[src/rtl/square_frame_rotator_unit_assert.svh]
// Assertion helpers used by the rotator control module.
`ifndef SQUARE_FRAME_ROTATOR_UNIT_ASSERT_SVH
`define SQUARE_FRAME_ROTATOR_UNIT_ASSERT_SVH

// Check a property on every rising clock edge outside reset.
`define SFR_ASSERT(label, prop, msg) \
   label: assert property (@(posedge clock) disable iff (reset) (prop)) else $error(msg);

// Check a property on every rising clock edge, reset included.
`define SFR_ASSERT_ALWAYS(label, prop, msg) \
   label: assert property (@(posedge clock) (prop)) else $error(msg);

`endif

[src/rtl/sfr_pkg.sv]
`timescale 1ns / 1ps

package sfr_pkg;

   localparam int MAX_SIDE     = 64;
   localparam int PIXEL_BITS   = 16;

   localparam int COORD_W      = (MAX_SIDE > 1) ? $clog2(MAX_SIDE) : 1;
   localparam int SIDE_W       = COORD_W + 1;
   localparam int ADDR_W       = $clog2(MAX_SIDE * MAX_SIDE);
   localparam int STORE_DEPTH  = MAX_SIDE * MAX_SIDE;
   localparam int TOT_W        = 2 * SIDE_W;
   localparam int PROD_W       = COORD_W + SIDE_W;
   localparam int DATA_W       = ((PIXEL_BITS + 7) / 8) * 8;

   localparam int SIDE_FIELD_W = 7;
   localparam int CSR_ADDR_W   = 3;
   localparam int CSR_DATA_W   = 32;

   localparam logic [SIDE_FIELD_W-1:0] SIDE_RESET = SIDE_FIELD_W'(MAX_SIDE);

   // Word kinds carried on the request tuser bit.
   localparam logic OP_LOAD = 1'b0;
   localparam logic OP_PULL = 1'b1;

   // Rotation modes.
   localparam logic ROT_90  = 1'b0;
   localparam logic ROT_270 = 1'b1;

   // Register indexes (byte address bit 2).
   localparam logic REG_ROTATE_MODE = 1'b0;
   localparam logic REG_FRAME_SIDE  = 1'b1;

   typedef enum logic {
      ST_LOAD,
      ST_READOUT
   } state_type;

   typedef struct packed {
      logic                    rotate_mode;
      logic [SIDE_FIELD_W-1:0] frame_side;
   } cfg_type;

   typedef struct packed {
      logic load;   // write pixel, advance load position
      logic read;   // read rotated pixel, advance readout position
      logic empty;  // answer a pull with the empty flag
   } cmd_type;

   typedef struct packed {
      logic load_done;  // this load completes the frame
      logic read_last;  // this read is the final pixel of the frame
   } status_type;

endpackage

[src/rtl/sfr_csr.sv]
`timescale 1ns / 1ps

module sfr_csr (
   input  logic                           clock,
   input  logic                           reset,
   input  logic                           csr_psel,
   input  logic                           csr_penable,
   input  logic                           csr_pwrite,
   input  logic [sfr_pkg::CSR_ADDR_W-1:0] csr_paddr,
   input  logic [sfr_pkg::CSR_DATA_W-1:0] csr_pwdata,
   output logic [sfr_pkg::CSR_DATA_W-1:0] csr_prdata,
   output logic                           csr_pready,
   output sfr_pkg::cfg_type               cfg
);
   import sfr_pkg::*;

   logic                    rotate_mode_ff, rotate_mode_in;
   logic [SIDE_FIELD_W-1:0] frame_side_ff, frame_side_in;
   logic                    wr_en;

   assign csr_pready = 1'b1;
   assign wr_en      = csr_psel && csr_penable && csr_pwrite && csr_pready;

   always_comb begin
      rotate_mode_in = rotate_mode_ff;
      frame_side_in  = frame_side_ff;
      if (wr_en) begin
         case (csr_paddr[2])
            REG_ROTATE_MODE: rotate_mode_in = csr_pwdata[0];
            REG_FRAME_SIDE:  frame_side_in  = csr_pwdata[SIDE_FIELD_W-1:0];
            default: ;
         endcase
      end
   end

   always_ff @(posedge clock) begin
      if (reset) begin
         rotate_mode_ff <= ROT_90;
         frame_side_ff  <= SIDE_RESET;
      end else begin
         rotate_mode_ff <= rotate_mode_in;
         frame_side_ff  <= frame_side_in;
      end
   end

   always_comb begin
      case (csr_paddr[2])
         REG_ROTATE_MODE: csr_prdata = CSR_DATA_W'(rotate_mode_ff);
         REG_FRAME_SIDE:  csr_prdata = CSR_DATA_W'(frame_side_ff);
         default:         csr_prdata = '0;
      endcase
   end

   assign cfg.rotate_mode = rotate_mode_ff;
   assign cfg.frame_side  = frame_side_ff;

endmodule

[config.mk]
export PLATFORM = sky130hd
export DESIGN_NAME = sfr_csr
export DESIGN_NICKNAME = d
export VERILOG_FILES = /design/src/rtl/square_frame_rotator_unit_assert.svh /design/src/rtl/sfr_pkg.sv /design/src/rtl/sfr_csr.sv
export SDC_FILE = /design/constraint.sdc
export NUM_CORES = 1
export LEC_CHECK = 0
export BUFFER_PORTS_ARGS = -buffer_cell sky130_fd_sc_hd__buf_2
export CAP_MARGIN = 0
export CORE_MARGIN = 2
export CORE_UTILIZATION = 31
export DETAILED_ROUTE_END_ITERATION = 12
export HOLD_SLACK_MARGIN = 0.02
export PLACE_DENSITY = 0.8
export SLEW_MARGIN = 20
export SYNTH_ARGS = -nofsm -noshare
export SYNTH_HDL_FRONTEND = slang
export SYNTH_SLANG_ARGS = --single-unit
[constraint.sdc]
create_clock -name clock -period 1 [get_ports clock]
set_clock_uncertainty 0.1 [all_clocks]
set_input_delay 0.1 -clock clock [delete_from_list [all_inputs] [get_ports clock]]
set_output_delay 0.1 -clock clock [all_outputs]
set_load 0.05 [all_outputs]
After elaboration in Yosys (flattened, before gate mapping)
Index checks and enable logic that the tools add are counted.
{ "word_totals": {"ff_bits": 8, "out_inout_bits": 41} }
{ "classes": {"muxes": 1, "n_bitwise": 1, "reduce_logical": 4} }
{ "op_table": {"columns": ["cell", "n"], "rows": [
  ["32-bit one-hot mux with 2 select lines", 1],
  ["2-bit AND reduction", 2],
  ["1-bit logical AND", 2],
  ["1-bit inverter", 1]
]} }

Logic depth before layout (Yosys ltp)
{ "depth": {"ltp_word": 3, "mapped_depth": 3} }

Worst setup path after synthesis
No wires, ideal clock.
{ "synth_path": {"path_kind": "reg-to-output", "startpoint": "register frame_side_ff[0]", "endpoint": "output csr_prdata[0] in the netlist's numbering", "arrival_time_ns": 1.049, "t_required_ns": 0.800, "setup_slack_ns": -0.249, "path_stages_with_launch": 2, "n_path_buf": 0, "cell_sequence": "dfxtp_1 mux2_2"} }
{ "synth_between": {"elab_chain_len": 1} }
{ "synth_rtl": {"columns": ["item", "line", "rtl"], "rows": [
  ["start, declared", "sfr_csr.sv:18", "logic [SIDE_FIELD_W-1:0] frame_side_ff, frame_side_in;"],
  ["start signal, assigned", "sfr_csr.sv:42", "frame_side_ff <= frame_side_in;"],
  ["32-bit one-hot mux with 2 select lines", "sfr_csr.sv:47", "case (csr_paddr[2])"],
  ["end, declared", "sfr_csr.sv:11", "output logic [sfr_pkg::CSR_DATA_W-1:0] csr_prdata,"]
]} }
Every way passes these cells. The select of a mux whose other input is x is not followed.

Worst setup path after layout
{ "layout_path": {"startpoint": "register rotate_mode_ff", "endpoint": "output csr_prdata[0] in the netlist's numbering"} }
{ "layout_between": {"elab_chain_len": 1} }
{ "layout_rtl": {"columns": ["item", "line", "rtl"], "rows": [
  ["start, declared", "sfr_csr.sv:17", "logic rotate_mode_ff, rotate_mode_in;"],
  ["start signal, assigned", "sfr_csr.sv:41", "rotate_mode_ff <= rotate_mode_in;"],
  ["32-bit one-hot mux with 2 select lines", "sfr_csr.sv:47", null]
]} }
Every way passes these cells. The select of a mux whose other input is x is not followed.

==> metrics list <==
- Run status: finished with violations
* Failing checks: negative setup slack
* Floorplan core area: 1940 sq um
- Of the available clock period, the critical path in the final layout requires 1.18.
- Setup violations remaining at the end of the flow were counted as 9.
- Top fanout value on the critical path: 2
- In the final routed layout, each cell accounts on average for 8.52 microns.
- The min-delay analysis places its worst path in the category in -> reg.
- In this run the static leakage power is ~0.46 nW.
* Synth cell types: 12
- For the worst setup path, the data required time is approximately 0.80 ns.
- For this configuration, the core starts out at a cell density of 0.323.
- Number of instances in the synthesized netlist: 71
- Number of clock sinks: 8
- Maximum operating frequency: 0.848 GHz
* Number of hold violations in the final report: 0
* Via count of the first global-routing pass: 446
- Pwr dens: 1040 nW/um^2
- X dimension of the die: 49.0 microns
* Share of Yosys cell area claimed by the top area cell type: 0.323
- Peak per-stage delay on the critical path: 0.31 ns
- Traced cell by cell, the critical path runs through mux2_4 > buf_8.
- Most area-consuming cells after synthesis: sky130_fd_sc_hd__buf_4, sky130_fd_sc_hd__dfxtp_1, sky130_fd_sc_hd__nand2b_1, sky130_fd_sc_hd__mux2i_1, sky130_fd_sc_hd__and2_2
- Floorplan die height: 49.0 microns
- The design draws 0.975 mW.
* Hold path cells: 3
- Max-cap violations: 0
- Port Buffer Count: 27
- Iter 0 DRT Violations: 3
- The largest individual stage delay along the critical path comes from the cell sky130_fd_sc_hd__dfxtp_2.
- Clock root buffer master: sky130_fd_sc_hd__clkbuf_4
- Maximum resistive drop on vdd: a little under 0.4 mV
- The worst setup path is captured at an output port.
* Worst setup slack for register-to-register paths: 0.21 ns
* RD Place Congestion: 0.642
* Initial DRT Pass Iterations: 3
- The number of max-slew violations in the final report was 0.
* Register bit count reported by yosys: 8
- Cts bufs inserted: 3
- Hold endpoint: frame_side_ff[0]
- Worst-path clk slew: 0.05 ns
- The worst register-to-register path ends at rotate_mode_ff.
- The repair_antennas step left the layout with diodes totalling 0.
- The worst setup path is launched from a flop.
* Initial antenna violation count: 0
- Setup TNS: -0.680 ns
- Register area share after synthesis: 0.255
- CTS built an H-tree with a depth of 1.
- The largest total area in the synthesized netlist belongs to sky130_fd_sc_hd__buf_4.
* First-pass GRT wire length: 1810 microns
- Maximum number of pins on one net before global-route repair: 16
- Overflow left after global routing: 0
- Antenna-violating nets left: 0
- For this run, the post-layout net count is between 150 and 200.
* Hold path startpoint: csr_pwdata[0]
- Source-to-sink clock delay at the later pin of the worst-skew pair: 0.25 ns
- The startpoint identified for the worst register-to-register timing path is rotate_mode_ff.
* Ratio of cells with drive above 1 in the final layout: 0.477
* Area grow syn2layout: 49.6%
- The smallest clock period supported by the final layout is computed as 1.18 ns.
- The library cell used most frequently in the layout, excluding fill and tap cells, is sky130_fd_sc_hd__conb_1.
* Total Routed Length: 1160 microns
- Setup repair after global routing could not meet its margin everywhere.
- After detailed routing, the number of vias per cell comes to roughly 3.8.
- The worst setup path is of the reg -> out kind.
- Data arrival time of the critical path: 0.98 ns
- Once routing completed, OpenROAD measured the worst setup slack at -0.179 ns.
* Count of filler cells inserted in the layout: between 150 and 200
- The number of cells on the worst reg-to-reg path is 3.
- For this run, the number of Yosys warnings is 0.
- The mapped netlist covers between 600 and 700 sq um.
* Deepest clock path buffer count: 2
- Die ar.: 2400 sq um
* Synthesized area per cell: 8.85 sq um
* Gr usage total: 0.0989
- CTS tree: done
- Pre-CTS setup slack: about 0.025 ns
- The floorplan has 16 rows.
- For this run, design rule violations remaining after detail routing come to 0.
- Detailed routing inserted a total of 513 vias.
- Estimated wirelength of the detail-placed design: a little over 900 microns
- In this run the count of I/O pins placed on the die edge is 81.
- The top cell types in the final layout, fill and taps aside, are sky130_fd_sc_hd__conb_1, sky130_fd_sc_hd__nand2b_1, sky130_fd_sc_hd__buf_2.
==> cells in the mapped netlist <==
cell type	number
sky130_fd_sc_hd__and2_2	6
sky130_fd_sc_hd__mux2_2	1
sky130_fd_sc_hd__clkbuf_1	1
sky130_fd_sc_hd__nand4b_1	1
sky130_fd_sc_hd__conb_1	2
sky130_fd_sc_hd__and4_1	1
sky130_fd_sc_hd__buf_6	1
sky130_fd_sc_hd__dfxtp_1	8
sky130_fd_sc_hd__nor2_1	2
sky130_fd_sc_hd__buf_4	27
sky130_fd_sc_hd__mux2i_1	8
sky130_fd_sc_hd__nand2b_1	13
==> report_power, final <==
group	internal (mW)	leakage, nW	switching, mW
combinational	0.0961	0.383	0.301
clock	0.137	0.0138	0.107
sequential	0.327	0.0677	0.00589
total	0.561	0.465	0.414
==> flip-flops by register name, indices dropped and copies added, names as in the netlist <==
register / cells
rotate_mode_ff: 1
frame_side_ff: 7
==> how the worst max path moves through the flow <==
stage / from / end / slack [ns]
floorplan: frame_side_ff[0] / csr_prdata[0] / 0.02
global placement: rotate_mode_ff / csr_prdata[0] / 0.04
detailed placement: rotate_mode_ff / csr_prdata[0] / 0.03
CTS: rotate_mode_ff / csr_prdata[0] / -0.19
global route: rotate_mode_ff / csr_prdata[0] / -0.22
finish: rotate_mode_ff / csr_prdata[0] / -0.18
==> per-stage QoR <==
| stage | std cells | hold slack [ns] | utilization | area, sq um |
|---|---|---|---|---|
| CTS | 135 | 0.0351 | 0.468 | 910 |
| global placement | 124 | 0.256 | 0.370 | 719 |
| detailed placement | 124 | 0.263 | 0.370 | 719 |
| finish | 136 | 0.0457 | 0.484 | 940 |
| floorplan | 95 | 0.147 | - | 738 |
| global route | 136 | 0.0552 | 0.484 | 940 |
==> worst max-delay path, delay by kind of cell, from the launching register on <==
kind / cells / cell delay (ns)
flip-flops: 1 / 0.31
multiplexers: 1 / 0.27
buffers and inverters: 1 / 0.15
==> cell type report <==
class / instances / area [sq um] / share of cell area
timing repair buffer: 40 / 362 / 0.385
tap: 27 / 33.8 / 0.0360
multi-input combinational: 58 / 352 / 0.374
clock buffer: 3 / 22.5 / 0.0240
sequential: 8 / 170 / 0.181
==> logic make-up after synthesis <==
group         Yosys count  synth area share
flops                   8             0.255
other cells             2            0.0120
simple gates           23             0.241
mux                     9             0.145
buf+inv                29             0.347
==> layer usage <==
layer | share of wire | track usage
met3 | 0.12 | 0.0368
met5 | 0 | 0
met2 | 0.50 | 0.171
met1 | 0.39 | 0.107
met4 | 0 | 0.0429
==> repair_timing <==
action / CTS / global route
gates resized for setup: 30 / 6
endpoints found under the hold margin: 6 / 0
buffers inserted: 2 / 1
endpoints found under the setup margin: 15 / 15
hold buffers: 6 / 0
pin swaps: 0 / 2
Note: power is estimated with default switching activity, not from simulation.
