==> config.mk <==
export PLATFORM = sky130hd
export DESIGN_NAME = sfr_ctrl
export DESIGN_NICKNAME = d
export VERILOG_FILES = /design/src/rtl/sfr_pkg.sv /design/src/rtl/sfr_ctrl.sv
export VERILOG_INCLUDE_DIRS = /design/src /design/src/rtl
export SDC_FILE = /design/constraint.sdc
export NUM_CORES = 1
export LEC_CHECK = 0
export BUFFER_PORTS_ARGS = -buffer_cell sky130_fd_sc_hd__buf_4
export CELL_PAD_IN_SITES_DETAIL_PLACEMENT = 1
export CELL_PAD_IN_SITES_GLOBAL_PLACEMENT = 2
export CORE_AREA = 2 2 39 41
export DETAILED_ROUTE_END_ITERATION = 6
export DIE_AREA = 0 0 41 43
export HOLD_SLACK_MARGIN = 0.08
export PLACE_DENSITY_LB_ADDON = 0.1
export SLEW_MARGIN = 20
export SYNTH_ARGS = -nofsm -noshare
export SYNTH_HDL_FRONTEND = slang
export SYNTH_SLANG_ARGS = --single-unit
export TNS_END_PERCENT = 5
==> constraint.sdc <==
create_clock -name clock -period 0.93 [get_ports clock]
set_input_delay 0.279 -clock clock [delete_from_list [all_inputs] [get_ports clock]]
set_output_delay 0.279 -clock clock [all_outputs]
set_load 0.05 [all_outputs]
==> src/rtl/square_frame_rotator_unit_assert.svh <==
// Assertion helpers used by the rotator control module.
`ifndef SQUARE_FRAME_ROTATOR_UNIT_ASSERT_SVH
`define SQUARE_FRAME_ROTATOR_UNIT_ASSERT_SVH

// Check a property on every rising clock edge outside reset.
`define SFR_ASSERT(label, prop, msg) \
   label: assert property (@(posedge clock) disable iff (reset) (prop)) else $error(msg);

// Check a property on every rising clock edge, reset included.
`define SFR_ASSERT_ALWAYS(label, prop, msg) \
   label: assert property (@(posedge clock) (prop)) else $error(msg);

`endif

==> src/rtl/sfr_pkg.sv <==
`timescale 1ns / 1ps

package sfr_pkg;

   localparam int MAX_SIDE     = 64;
   localparam int PIXEL_BITS   = 16;

   localparam int COORD_W      = (MAX_SIDE > 1) ? $clog2(MAX_SIDE) : 1;
   localparam int SIDE_W       = COORD_W + 1;
   localparam int ADDR_W       = $clog2(MAX_SIDE * MAX_SIDE);
   localparam int STORE_DEPTH  = MAX_SIDE * MAX_SIDE;
   localparam int TOT_W        = 2 * SIDE_W;
   localparam int PROD_W       = COORD_W + SIDE_W;
   localparam int DATA_W       = ((PIXEL_BITS + 7) / 8) * 8;

   localparam int SIDE_FIELD_W = 7;
   localparam int CSR_ADDR_W   = 3;
   localparam int CSR_DATA_W   = 32;

   localparam logic [SIDE_FIELD_W-1:0] SIDE_RESET = SIDE_FIELD_W'(MAX_SIDE);

   // Word kinds carried on the request tuser bit.
   localparam logic OP_LOAD = 1'b0;
   localparam logic OP_PULL = 1'b1;

   // Rotation modes.
   localparam logic ROT_90  = 1'b0;
   localparam logic ROT_270 = 1'b1;

   // Register indexes (byte address bit 2).
   localparam logic REG_ROTATE_MODE = 1'b0;
   localparam logic REG_FRAME_SIDE  = 1'b1;

   typedef enum logic {
      ST_LOAD,
      ST_READOUT
   } state_type;

   typedef struct packed {
      logic                    rotate_mode;
      logic [SIDE_FIELD_W-1:0] frame_side;
   } cfg_type;

   typedef struct packed {
      logic load;   // write pixel, advance load position
      logic read;   // read rotated pixel, advance readout position
      logic empty;  // answer a pull with the empty flag
   } cmd_type;

   typedef struct packed {
      logic load_done;  // this load completes the frame
      logic read_last;  // this read is the final pixel of the frame
   } status_type;

endpackage

==> src/rtl/sfr_ctrl.sv <==
`timescale 1ns / 1ps

`include "square_frame_rotator_unit_assert.svh"

module sfr_ctrl (
   input  logic                clock,
   input  logic                reset,
   input  logic                req_tvalid,
   output logic                req_tready,
   input  logic                req_op,
   output logic                rsp_tvalid,
   input  logic                rsp_tready,
   input  sfr_pkg::status_type sts,
   output sfr_pkg::cmd_type    cmd
);
   import sfr_pkg::*;

   state_type state_ff, state_in;
   logic      rsp_valid_ff, rsp_valid_in;
   logic      accept;

   always_ff @(posedge clock) begin
      if (reset) begin
         state_ff     <= ST_LOAD;
         rsp_valid_ff <= 1'b0;
      end else begin
         state_ff     <= state_in;
         rsp_valid_ff <= rsp_valid_in;
      end
   end

   always_comb begin
      req_tready = !rsp_valid_ff || rsp_tready;
      accept     = req_tvalid && req_tready;
      cmd        = '0;
      state_in   = state_ff;

      case (state_ff)
         ST_LOAD: begin
            cmd.load  = accept && (req_op == OP_LOAD);
            cmd.empty = accept && (req_op == OP_PULL);
            if (cmd.load && sts.load_done) begin
               state_in = ST_READOUT;
            end
         end
         ST_READOUT: begin
            // Drop loads while a frame awaits readout.
            cmd.read = accept && (req_op == OP_PULL);
            if (cmd.read && sts.read_last) begin
               state_in = ST_LOAD;
            end
         end
         default: state_in = ST_LOAD;
      endcase

      if (accept && (req_op == OP_PULL)) begin
         rsp_valid_in = 1'b1;
      end else if (rsp_tready) begin
         rsp_valid_in = 1'b0;
      end else begin
         rsp_valid_in = rsp_valid_ff;
      end
   end

   assign rsp_tvalid = rsp_valid_ff;

   `SFR_ASSERT(a_write_only_loading, cmd.load |-> (state_ff == ST_LOAD), "store written while full")
   `SFR_ASSERT(a_last_frees_store, (cmd.read && sts.read_last) |=> (state_ff == ST_LOAD), "store not freed after last")
   `SFR_ASSERT(a_pull_gives_word, (accept && (req_op == OP_PULL)) |=> rsp_valid_ff, "pull lost its result")
   `SFR_ASSERT_ALWAYS(a_stall_only_on_result, !req_tready |-> rsp_valid_ff, "request stalled without a pending result")

endmodule

**Word level (Yosys, flattened, before mapping)**

Cells that the tools add are included.
Widths: inputs -> output; s select.

- Register bits: 2
- Bits of input ports: 7
- Output and inout port bits: 5
- Word-level logic and storage cells: 20

- Multiplexer cells: 8
- Bitwise gates (word level): 2
- Reductions and logical operators: 8

Operators by type and width:

| operator | number |
|---|---|
| $mux 1 | 7 |
| $logic_and 1x1->1 | 5 |
| $not 1->1 | 2 |
| $pmux 1 s2 | 1 |
| $reduce_bool 2->1 | 1 |
| $logic_not 1->1 | 1 |
| $logic_or 1x1->1 | 1 |

**Depth between registers and ports, before layout**

Gate-level depths: netlist of run 1.

- Depth after elaboration: 7
- Mapped depth: 3
- Depth with buffers taken out: 3

**Least setup slack after synthesis of run 1**

OpenSTA, ideal clock, no wires.

- Kind: flip-flop to output port
- Start: register rsp_valid_ff, in the netlist rsp_tvalid
- End: output cmd[2] (netlist name)
- Data arrival time: 1.880 ns
- Required time: 0.651 ns
- Setup slack: -1.229 ns
- Stages on the path, launching flop included: 4
- Cells stage by stage: dfxtp_1 nand2b_4 nand2_1 nor3_1

RTL lines:

| element | line | text |
|---|---|---|
| from (decl) | sfr_ctrl.sv:19 | `logic rsp_valid_ff, rsp_valid_in;` |
| from (signal assigned) | sfr_ctrl.sv:28 | `rsp_valid_ff <= rsp_valid_in;` |
| to (decl) | sfr_ctrl.sv:14 | `output sfr_pkg::cmd_type cmd` |

==> results of run 1 <==
==> flip-flops by register name (all words and copies together) (netlist names) <==
register	cells
rsp_tvalid	1
state_ff	1
==> cells in the final DEF, fill, tap and decap left out <==
cell	Yosys	layout
buf_4	0	14
buf_6	0	4
clkbuf_4	0	3
nor2_4	0	2
dfxtp_2	0	2
nand2b_4	1	1
nand2_4	0	1
nor3_4	0	1
inv_1	1	1
nand3_4	0	1
a31oi_1	1	1
and4_4	1	1
a2111oi_2	1	1
a21oi_2	0	1
==> metrics by stage <==
stage,setup slack (ns),cells,hold slack (ns)
final,-0.354,50,0.222
after CTS,-0.368,50,0.212
after global routing,-0.411,50,0.212
after floorplan,-0.507,13,0.341
after global placement,-0.289,46,0.452
after detailed placement,-0.296,46,0.455
==> how the worst max path moves through the flow <==
| stage | startpoint | end | slack [ns] |
|---|---|---|---|
| after floorplan | rsp_tvalid | cmd[2] | -0.51 |
| after global placement | rsp_tready | cmd[0] | -0.29 |
| after detailed placement | rsp_tready | cmd[0] | -0.30 |
| after CTS | rsp_tvalid | cmd[1] | -0.37 |
| after global routing | rsp_tvalid | cmd[1] | -0.41 |
| final | rsp_tvalid | cmd[1] | -0.35 |
==> power groups by stage <==
stage,sequential [uW],combinational (uW),clock (uW)
2_1_floorplan,106,58.2,0
4_1_cts,97.4,147,208
3_5_place_dp,98.1,129,0
6_report,97.1,146,194
5_1_grt,97.8,154,211
3_3_place_gp,97.7,128,0
==> routing by layer <==
layer  vias up  global-route usage [%]  part of all wire, %  routed length, um
met3         0                    1.57                  6.1                 31
met1        85                    7.35                   38                191
met4         0                    8.00                    0                  0
li1         91                       -                    -                  -
met5         -                       0                    0                  0
met2         8                    10.0                   56                284
==> final cells by class <==
| class | instances | share of cell area, % |
|---|---|---|
| clock buffers | 3 | 6.23 |
| inverters | 1 | 1.04 |
| multi-input cells | 10 | 33.9 |
| flip-flops and latches | 2 | 11.8 |
| well taps | 16 | 5.54 |
| repair buffers | 18 | 41.5 |
==> repair_timing <==
| action | CTS | global route |
|---|---|---|
| setup endpoints to repair | 6 | 7 |
| pin swaps | 2 | 0 |
| setup buffers | 1 | 0 |
| gates resized for setup | 9 | 0 |
==> worst reg2reg max path: cells and delay by family, from the launching register on <==
family                 cells  cell delay, ns
AO/OA/AOI/OAI              1            0.18
buffers and inverters      1            0.16
AND/OR/NAND/NOR            2            0.27
flip-flops                 1            0.34
==> cells by family after synthesis <==
group,after synthesis,synth area share (%)
AOI/OAI and AO/OA,3,22.6
buffers and inverters,1,3.22
DFF,2,34.4
and+or+nand+nor,7,39.8
==> flow_summary_export.csv, run 1 <==
group,metric,value,unit
run_status,status,"complete, but fails checks",
run_status,violations,"setup timing",
route,routed_wl,508,um
floorplanning,coreArea,1380,sq um
run,max-cap-violations,0,
logic_synthesis,synth-main-ff-cell,"dfxtp_1",
floorplanning,rows,14,
power_and_ir_drop,p_total,437,uW
logic_synthesis,ys_async_sr_fraction,0,%
logic_synthesis,ys_types,11,
timing,min_period,1.28,ns
finish,area_delta_synth_final,211,%
finish,nets,43,
global_routing,grt_pass1_wl,765,um
logic_synthesis,synth_area,116,sq um
power_and_ir_drop,power_density,1210,nW/um^2
logic_synthesis,synthDominantCellAreaShare,34.4,%
timing,slew_headroom,83.8,%
worst_setup_path,crit_buf_inv,1,
hold_path,hold_class,"in2reg",
clocking,cts_max_level,1,
global_routing,grt_usage,7.01,%
timing,fin_skew,0.0000492,ns
global_routing,antenna_found_initial,0,
hold_path,hold_path_end,"rsp_tvalid",
clocking,hold_buffers,0,
global_routing,grt_start_max_net_pins,5,
logic_synthesis,syn_area_per_cell,8.95,sq um
timing,worst_slew_pin_slew,0.242,ns
power_and_ir_drop,seq_power_share,22.2,%
worst_setup_path,end_kind,"primary output",
global_routing,grt-ovfl-total,0,
worst_setup_path,crit_fanout,3,
worst_setup_path,crit_cells,4,
power_and_ir_drop,p_switching,133,uW
route,detail-route-antenna-nets,0,
floorplanning,dieWidth,41,um
worst_setup_path,start_kind,"register",
route,drc_errors,0,
clocking,cts_buffers,3,
route,vias,184,
logic_synthesis,yosys-top-cells-count,"dfxtp_1, nor2_1",
timing,setup_ws,-0.354,ns
power_and_ir_drop,switching_share,30.5,%
logic_synthesis,yosys-top-cells-area,"dfxtp_1, a2111oi_2, nand2b_4",
timing,setup_viol,7,
worst_setup_path,critical_path_class,"reg2out",
place,hpwl,397,um
worst_setup_path,rr_worst_depth,4,
power_and_ir_drop,ir_drop,0.409,mV
worst_setup_path,timing.rr.end,"state_ff",
timing,final_hold_viol_count,0,
clocking,clock_latency,0.22,ns
worst_setup_path,cpPeakStageDelay,0.32,ns
finish,final_core_util,26.1,%
route,first_pass_iters,1,
place,dpl_cell_area,297,sq um
finish,antennaDiodeCount,0,
logic_synthesis,synth_nets,20,
finish,regArea,42.5,sq um
worst_setup_path,worstPathRequired,0.65,ns
floorplanning,io_pins,12,
floorplanning,die_area,1760,sq um
timing,setup_tns,-1.65,ns
logic_synthesis,synthCells,13,
logic_synthesis,ys_ff_latch,2,
worst_setup_path,cpLargestDelayFamily,"flip-flops",
global_routing,grt_pass1_vias,204,
floorplanning,start_util,8.41,%
floorplanning,die_h,43,um
route,post_drt_wl_per_cell,10.2,um
logic_synthesis,synth_top_area_cell,"dfxtp_1",
clocking,clk_transition_reported_paths,0.03,ns
worst_setup_path,r2r_setup_slack,-0.13,ns
power_and_ir_drop,cellInternalPower,304,uW
finish,multi_input_area,123,sq um
logic_synthesis,synth-edff-count,0,
timing,rsz0062_at_grt,"yes",
worst_setup_path,r2r-start,"rsp_tvalid",
worst_setup_path,arrival,1.01,ns
route,vias_per_cell,3.68,
clocking,clockRootBuffer,"clkbuf_4",
finish,nFillCells,166,
route,dr.first_iter.drc_count,0,
place,gp_congestion,0.688,
timing,drv_slew,0,
hold_path,whs_path_depth,2,
clocking,cts.sinks,2,
place,port_buffers,11,
clocking,cts_tree,"yes",
timing,finalCritPeriodShare,138,%
logic_synthesis,ys_warn_count,0,
worst_setup_path,slowest_stage,"dfxtp_2",
finish,stdcell_area,362,sq um
logic_synthesis,synth_seq_area_share,34.4,%
hold_path,holdCritStartpoint,"reset",
worst_setup_path,crit_chain,"nand2b_4, nand3_4, nor2_4, buf_6",
finish,drive_gt1_share,94.1,%
clocking,clock_path_buffers,2,
power_and_ir_drop,p_leak,0.000156,uW
timing,fmax,0.779,GHz
power_and_ir_drop,p_comb_share,33.3,%
power_and_ir_drop,p_clk_share,44.5,%
No activity file was read; power rests on OpenSTA's default activity.
==> run 2: changes to the inputs <==
- PLACE_DENSITY: not set -> 0.51
- PLACE_DENSITY_LB_ADDON: 0.1 -> not set
- clock period: 0.93 -> 1.35 ns (I/O delays scaled with it)
==> flow_summary_export.csv, run 2 (synthesis results as in run 1) <==
group,metric,value,unit
timing,slew_headroom,82.7,%
worst_setup_path,worstPathRequired,0.95,ns
finish,nets,41,
global_routing,grt_pass1_vias,196,
timing,final_hold_viol_count,0,
floorplanning,coreArea,1380,sq um
place,numPlacedInstances,44,
route,detail-route-antenna-nets,0,
timing,fin_skew,0.000676,ns
hold_path,hold_class,"in2reg",
finish,final_cell_mix,"buf_4, buf_6, clkbuf_4, nor2_4, dfxtp_2",
floorplanning,die_h,43,um
worst_setup_path,end_kind,"primary output",
clocking,hold_buffers,0,
route,dr.first_iter.drc_count,2,
clocking,cts.sinks,2,
floorplanning,die_area,1760,sq um
worst_setup_path,r2r-start,"rsp_tvalid",
worst_setup_path,startpoint,"rsp_tvalid",
floorplanning,io_pins,12,
timing,min_period,1.41,ns
worst_setup_path,crit_fanout,4,
floorplanning,dieWidth,41,um
power_and_ir_drop,power_density,838,nW/um^2
clocking,clockRootBuffer,"clkbuf_4",
place,hpwl,388,um
place,gp_congestion,0.606,
power_and_ir_drop,p_total,290,uW
route,routed_wl,442,um
global_routing,grt_start_max_net_pins,5,
floorplanning,start_util,8.41,%
timing,setup_viol,4,
global_routing,antenna_found_initial,0,
route,vias,173,
finish,area_delta_synth_final,197,%
timing,setup_ws,-0.0615,ns
hold_path,holdCritStartpoint,"reset",
global_routing,grt-ovfl-total,0,
finish,final_common_cell,"buf_4",
floorplanning,rows,14,
run_status,status,"complete, but fails checks",
run_status,violations,"setup timing",
finish,finalNonFillerCells,48,
clocking,cts_tree,"yes",
finish,stdcell_area,345,sq um
place,port_buffers,11,
clocking,cts_buffers,3,
timing,rsz0062_at_grt,"yes",
timing,fmax,0.708,GHz
clocking,clk_transition_reported_paths,0.03,ns
run,max-cap-violations,0,
timing,drv_slew,0,
finish,antennaDiodeCount,0,
clocking,clock_latency,0.22,ns
timing,finalCritPeriodShare,105,%
power_and_ir_drop,ir_drop,0.188,mV
clocking,clock_path_buffers,2,
place,dpl_cell_area,282,sq um
route,post_drt_wl_per_cell,9.21,um
timing,hold-worst-slack,0.362,ns
power_and_ir_drop,p_leak,0.000147,uW
route,vias_per_cell,3.60,
global_routing,grt_pass1_wl,786,um
worst_setup_path,critical_path_class,"reg2out",
worst_setup_path,start_kind,"register",
finish,drive_gt1_share,90.6,%
route,first_pass_iters,2,
timing,worst_slew_pin_slew,0.260,ns
global_routing,grt_usage,6.72,%
route,drc_errors,0,
worst_setup_path,arrival,1.01,ns
clocking,cts_max_level,1,
finish,final_core_util,25.0,%
[run 2: cell types whose count changed in the layout (fill, tap and decap cells not counted)]
cell / change
buf_4: -3
a21oi_1: +1
nand2_2: +1
buf_8: +1
nand2_4: -1
a21oi_2: -1
[run 2: final timing paths]
path                            cells after the start  slack [ns]          to
worst max register to register                      4        0.31    state_ff
worst max-delay path                                4       -0.06      cmd[2]
worst min-delay path                                2        0.36  rsp_tvalid
worst min register to register                      2        0.56    state_ff
[run 2: what timing repair did]
| item | 4_1_cts | 5_1_grt |
|---|---|---|
| endpoints found under the setup margin | 4 | 4 |
| gates resized for setup | 8 | 1 |
| cloned | 0 | 0 |
| pin swaps | 2 | 0 |
| setup buffers | 1 | 0 |
[run 2: worst max-delay path, stage by stage (launching register included)]
cell and delay (ns):
dfxtp_2 0.32, nand2b_4 0.10, nand2_2 0.07, nor3_4 0.12
buf_6 0.18
[run 2: power breakdown]
group / leakage (uW) / total (uW) / switching (uW) / internal [uW]
logic: 0.000116 / 95.9 / 51.4 / 44.5
clock network: 0.0000138 / 128 / 30.2 / 97.7
registers: 0.0000172 / 65.8 / 2.63 / 63.2
total: 0.000147 / 290 / 84.2 / 205
[run 2: area by class of cell]
| class | instances | area, sq um |
|---|---|---|
| tap | 16 | 20.0 |
| inverter | 1 | 3.75 |
| fill | 165 | 1040 |
| multi-input combinational | 10 | 114 |
| timing repair buffer | 16 | 143 |
| clock buffer | 3 | 22.5 |
| sequential | 2 | 42.5 |
[run 2: stage by stage]
stage                     setup WS [ns]  TNS [ns]
after floorplan                  -0.217    -0.508
after global placement           -0.127    -0.329
after detailed placement         -0.139    -0.364
after CTS                       -0.0706    -0.208
after global routing             -0.119    -0.346
final                           -0.0615    -0.158
[run 2: layer usage]
| metal | global-route usage [%] | vias to the layer above | part of all wire [%] |
|---|---|---|---|
| li1 | - | 86 | - |
| met1 | 7.37 | 75 | 42 |
| met2 | 10.0 | 12 | 46 |
| met3 | 3.14 | 0 | 12 |
| met4 | 4.00 | 0 | 0 |
| met5 | 0 | - | 0 |
==> run 3: changes to the inputs <==
- CTS_BUF_LIST: not set -> sky130_fd_sc_hd__clkbuf_8
- PLACE_DENSITY: 0.51 -> 0.55
==> flow_summary_export.csv, run 3 (synthesis results as in run 1) <==
group,metric,value,unit
run_status,status,"complete, but fails checks",
run_status,violations,"setup timing",
timing,rsz0062_at_grt,"yes",
hold_path,hold_class,"in2reg",
floorplanning,dieWidth,41,um
clocking,cts_tree,"yes",
route,detail-route-antenna-nets,0,
route,first_pass_iters,2,
floorplanning,coreArea,1380,sq um
global_routing,grt_usage,8.12,%
timing,worst_slew_pin_slew,0.233,ns
finish,final_common_cell,"buf_4",
hold_path,hold_path_end,"rsp_tvalid",
power_and_ir_drop,ir_drop,0.286,mV
timing,fin_skew,0.000329,ns
power_and_ir_drop,power_density,1080,nW/um^2
floorplanning,die_area,1760,sq um
hold_path,whs_path_depth,2,
timing,slew_headroom,84.4,%
place,pre_cts_slack,-0.148,ns
floorplanning,io_pins,12,
floorplanning,rows,14,
timing,setup_viol,4,
clocking,hold_buffers,0,
route,vias,178,
worst_setup_path,r2r_setup_slack,0.32,ns
global_routing,grt_pass1_wl,883,um
worst_setup_path,start_kind,"register",
route,post_drt_wl_per_cell,10.6,um
timing,drv_slew,0,
route,routed_wl,511,um
worst_setup_path,end_kind,"primary output",
timing,setup_ws,-0.0620,ns
worst_setup_path,arrival,1.01,ns
worst_setup_path,critical_path_class,"reg2out",
worst_setup_path,rr_worst_depth,4,
worst_setup_path,worstPathRequired,0.95,ns
floorplanning,start_util,8.41,%
clocking,cts.sinks,2,
global_routing,grt-ovfl-total,0,
finish,drive_gt1_share,90.6,%
timing,finalCritPeriodShare,105,%
timing,final_hold_viol_count,0,
power_and_ir_drop,p_leak,0.000155,uW
worst_setup_path,crit_fanout,4,
clocking,clock_latency,0.21,ns
timing,setup_tns,-0.181,ns
hold_path,holdCritStartpoint,"reset",
global_routing,grt_start_max_net_pins,5,
place,port_buffers,11,
finish,final_cell_mix,"buf_4, clkbuf_8, buf_6",
worst_setup_path,timing.rr.end,"state_ff",
finish,area_delta_synth_final,216,%
place,hpwl,398,um
clocking,clockRootBuffer,"clkbuf_8",
finish,finalNonFillerCells,48,
clocking,clock_path_buffers,2,
worst_setup_path,r2r-start,"rsp_tvalid",
power_and_ir_drop,p_total,397,uW
place,gp_congestion,0.609,
global_routing,grt_pass1_vias,214,
finish,final_core_util,26.6,%
clocking,clk_transition_reported_paths,0.03,ns
timing,min_period,1.41,ns
route,drc_errors,0,
route,vias_per_cell,3.71,
global_routing,antenna_found_initial,0,
finish,antennaDiodeCount,0,
finish,nets,41,
place,numPlacedInstances,44,
clocking,cts_max_level,1,
run,max-cap-violations,0,
clocking,cts_buffers,3,
floorplanning,die_h,43,um
route,dr.first_iter.drc_count,1,
timing,fmax,0.708,GHz
==> run 3: how the worst max path moves through the flow <==
stage,from,endpoint,slack [ns],depth (start not counted)
after CTS,rsp_tvalid,cmd[2],-0.10,4
after floorplan,rsp_tready,cmd[2],-0.22,3
after detailed placement,rsp_tready,cmd[0],-0.15,5
after global routing,rsp_tvalid,cmd[2],-0.12,4
after global placement,rsp_tready,cmd[0],-0.12,5
final,rsp_tvalid,cmd[2],-0.06,4
==> run 3: stage by stage <==
stage          area, sq um  hold slack (ns)
2_1_floorplan          149            0.467
3_3_place_gp           282            0.575
3_5_place_dp           282            0.583
4_1_cts                347            0.363
5_1_grt                368            0.379
6_report               368            0.369
==> run 3: layer usage <==
metal	part of all wire (%)	up-vias	wire length, um	global-route usage [%]
li1	-	86	-	-
met1	39	76	199	8.97
met2	46	14	234	10.6
met3	13	2	68	5.24
met4	1.6	0	8	6.00
met5	0	-	0	0
==> run 3: critical path: stages, from the launching register on <==
cell	delay [ns]
dfxtp_2	0.32
nand2b_4	0.10
nand2_2	0.07
nor3_4	0.12
buf_6	0.18
==> run 3: power by group <==
group	internal, uW	leakage [uW]	switching [uW]
Combinational	45.3	0.000116	51.3
Sequential	63.2	0.0000172	3.40
Clock	188	0.0000216	45.5
Total	297	0.000155	100
==> run 3: what timing repair did <==
item                       4_1_cts  5_1_grt
resized for setup                6        4
pin swaps                        0        2
setup endpoints to repair        4        4
setup buffers                    0        1
==> run 3: final cells by class <==
| type | instances | area [sq um] |
|---|---|---|
| clock buffer | 3 | 41.3 |
| fill | 162 | 1020 |
| inverter | 1 | 3.75 |
| multi-input combinational | 10 | 114 |
| sequential | 2 | 42.5 |
| tap | 16 | 20.0 |
| timing repair buffer | 16 | 146 |
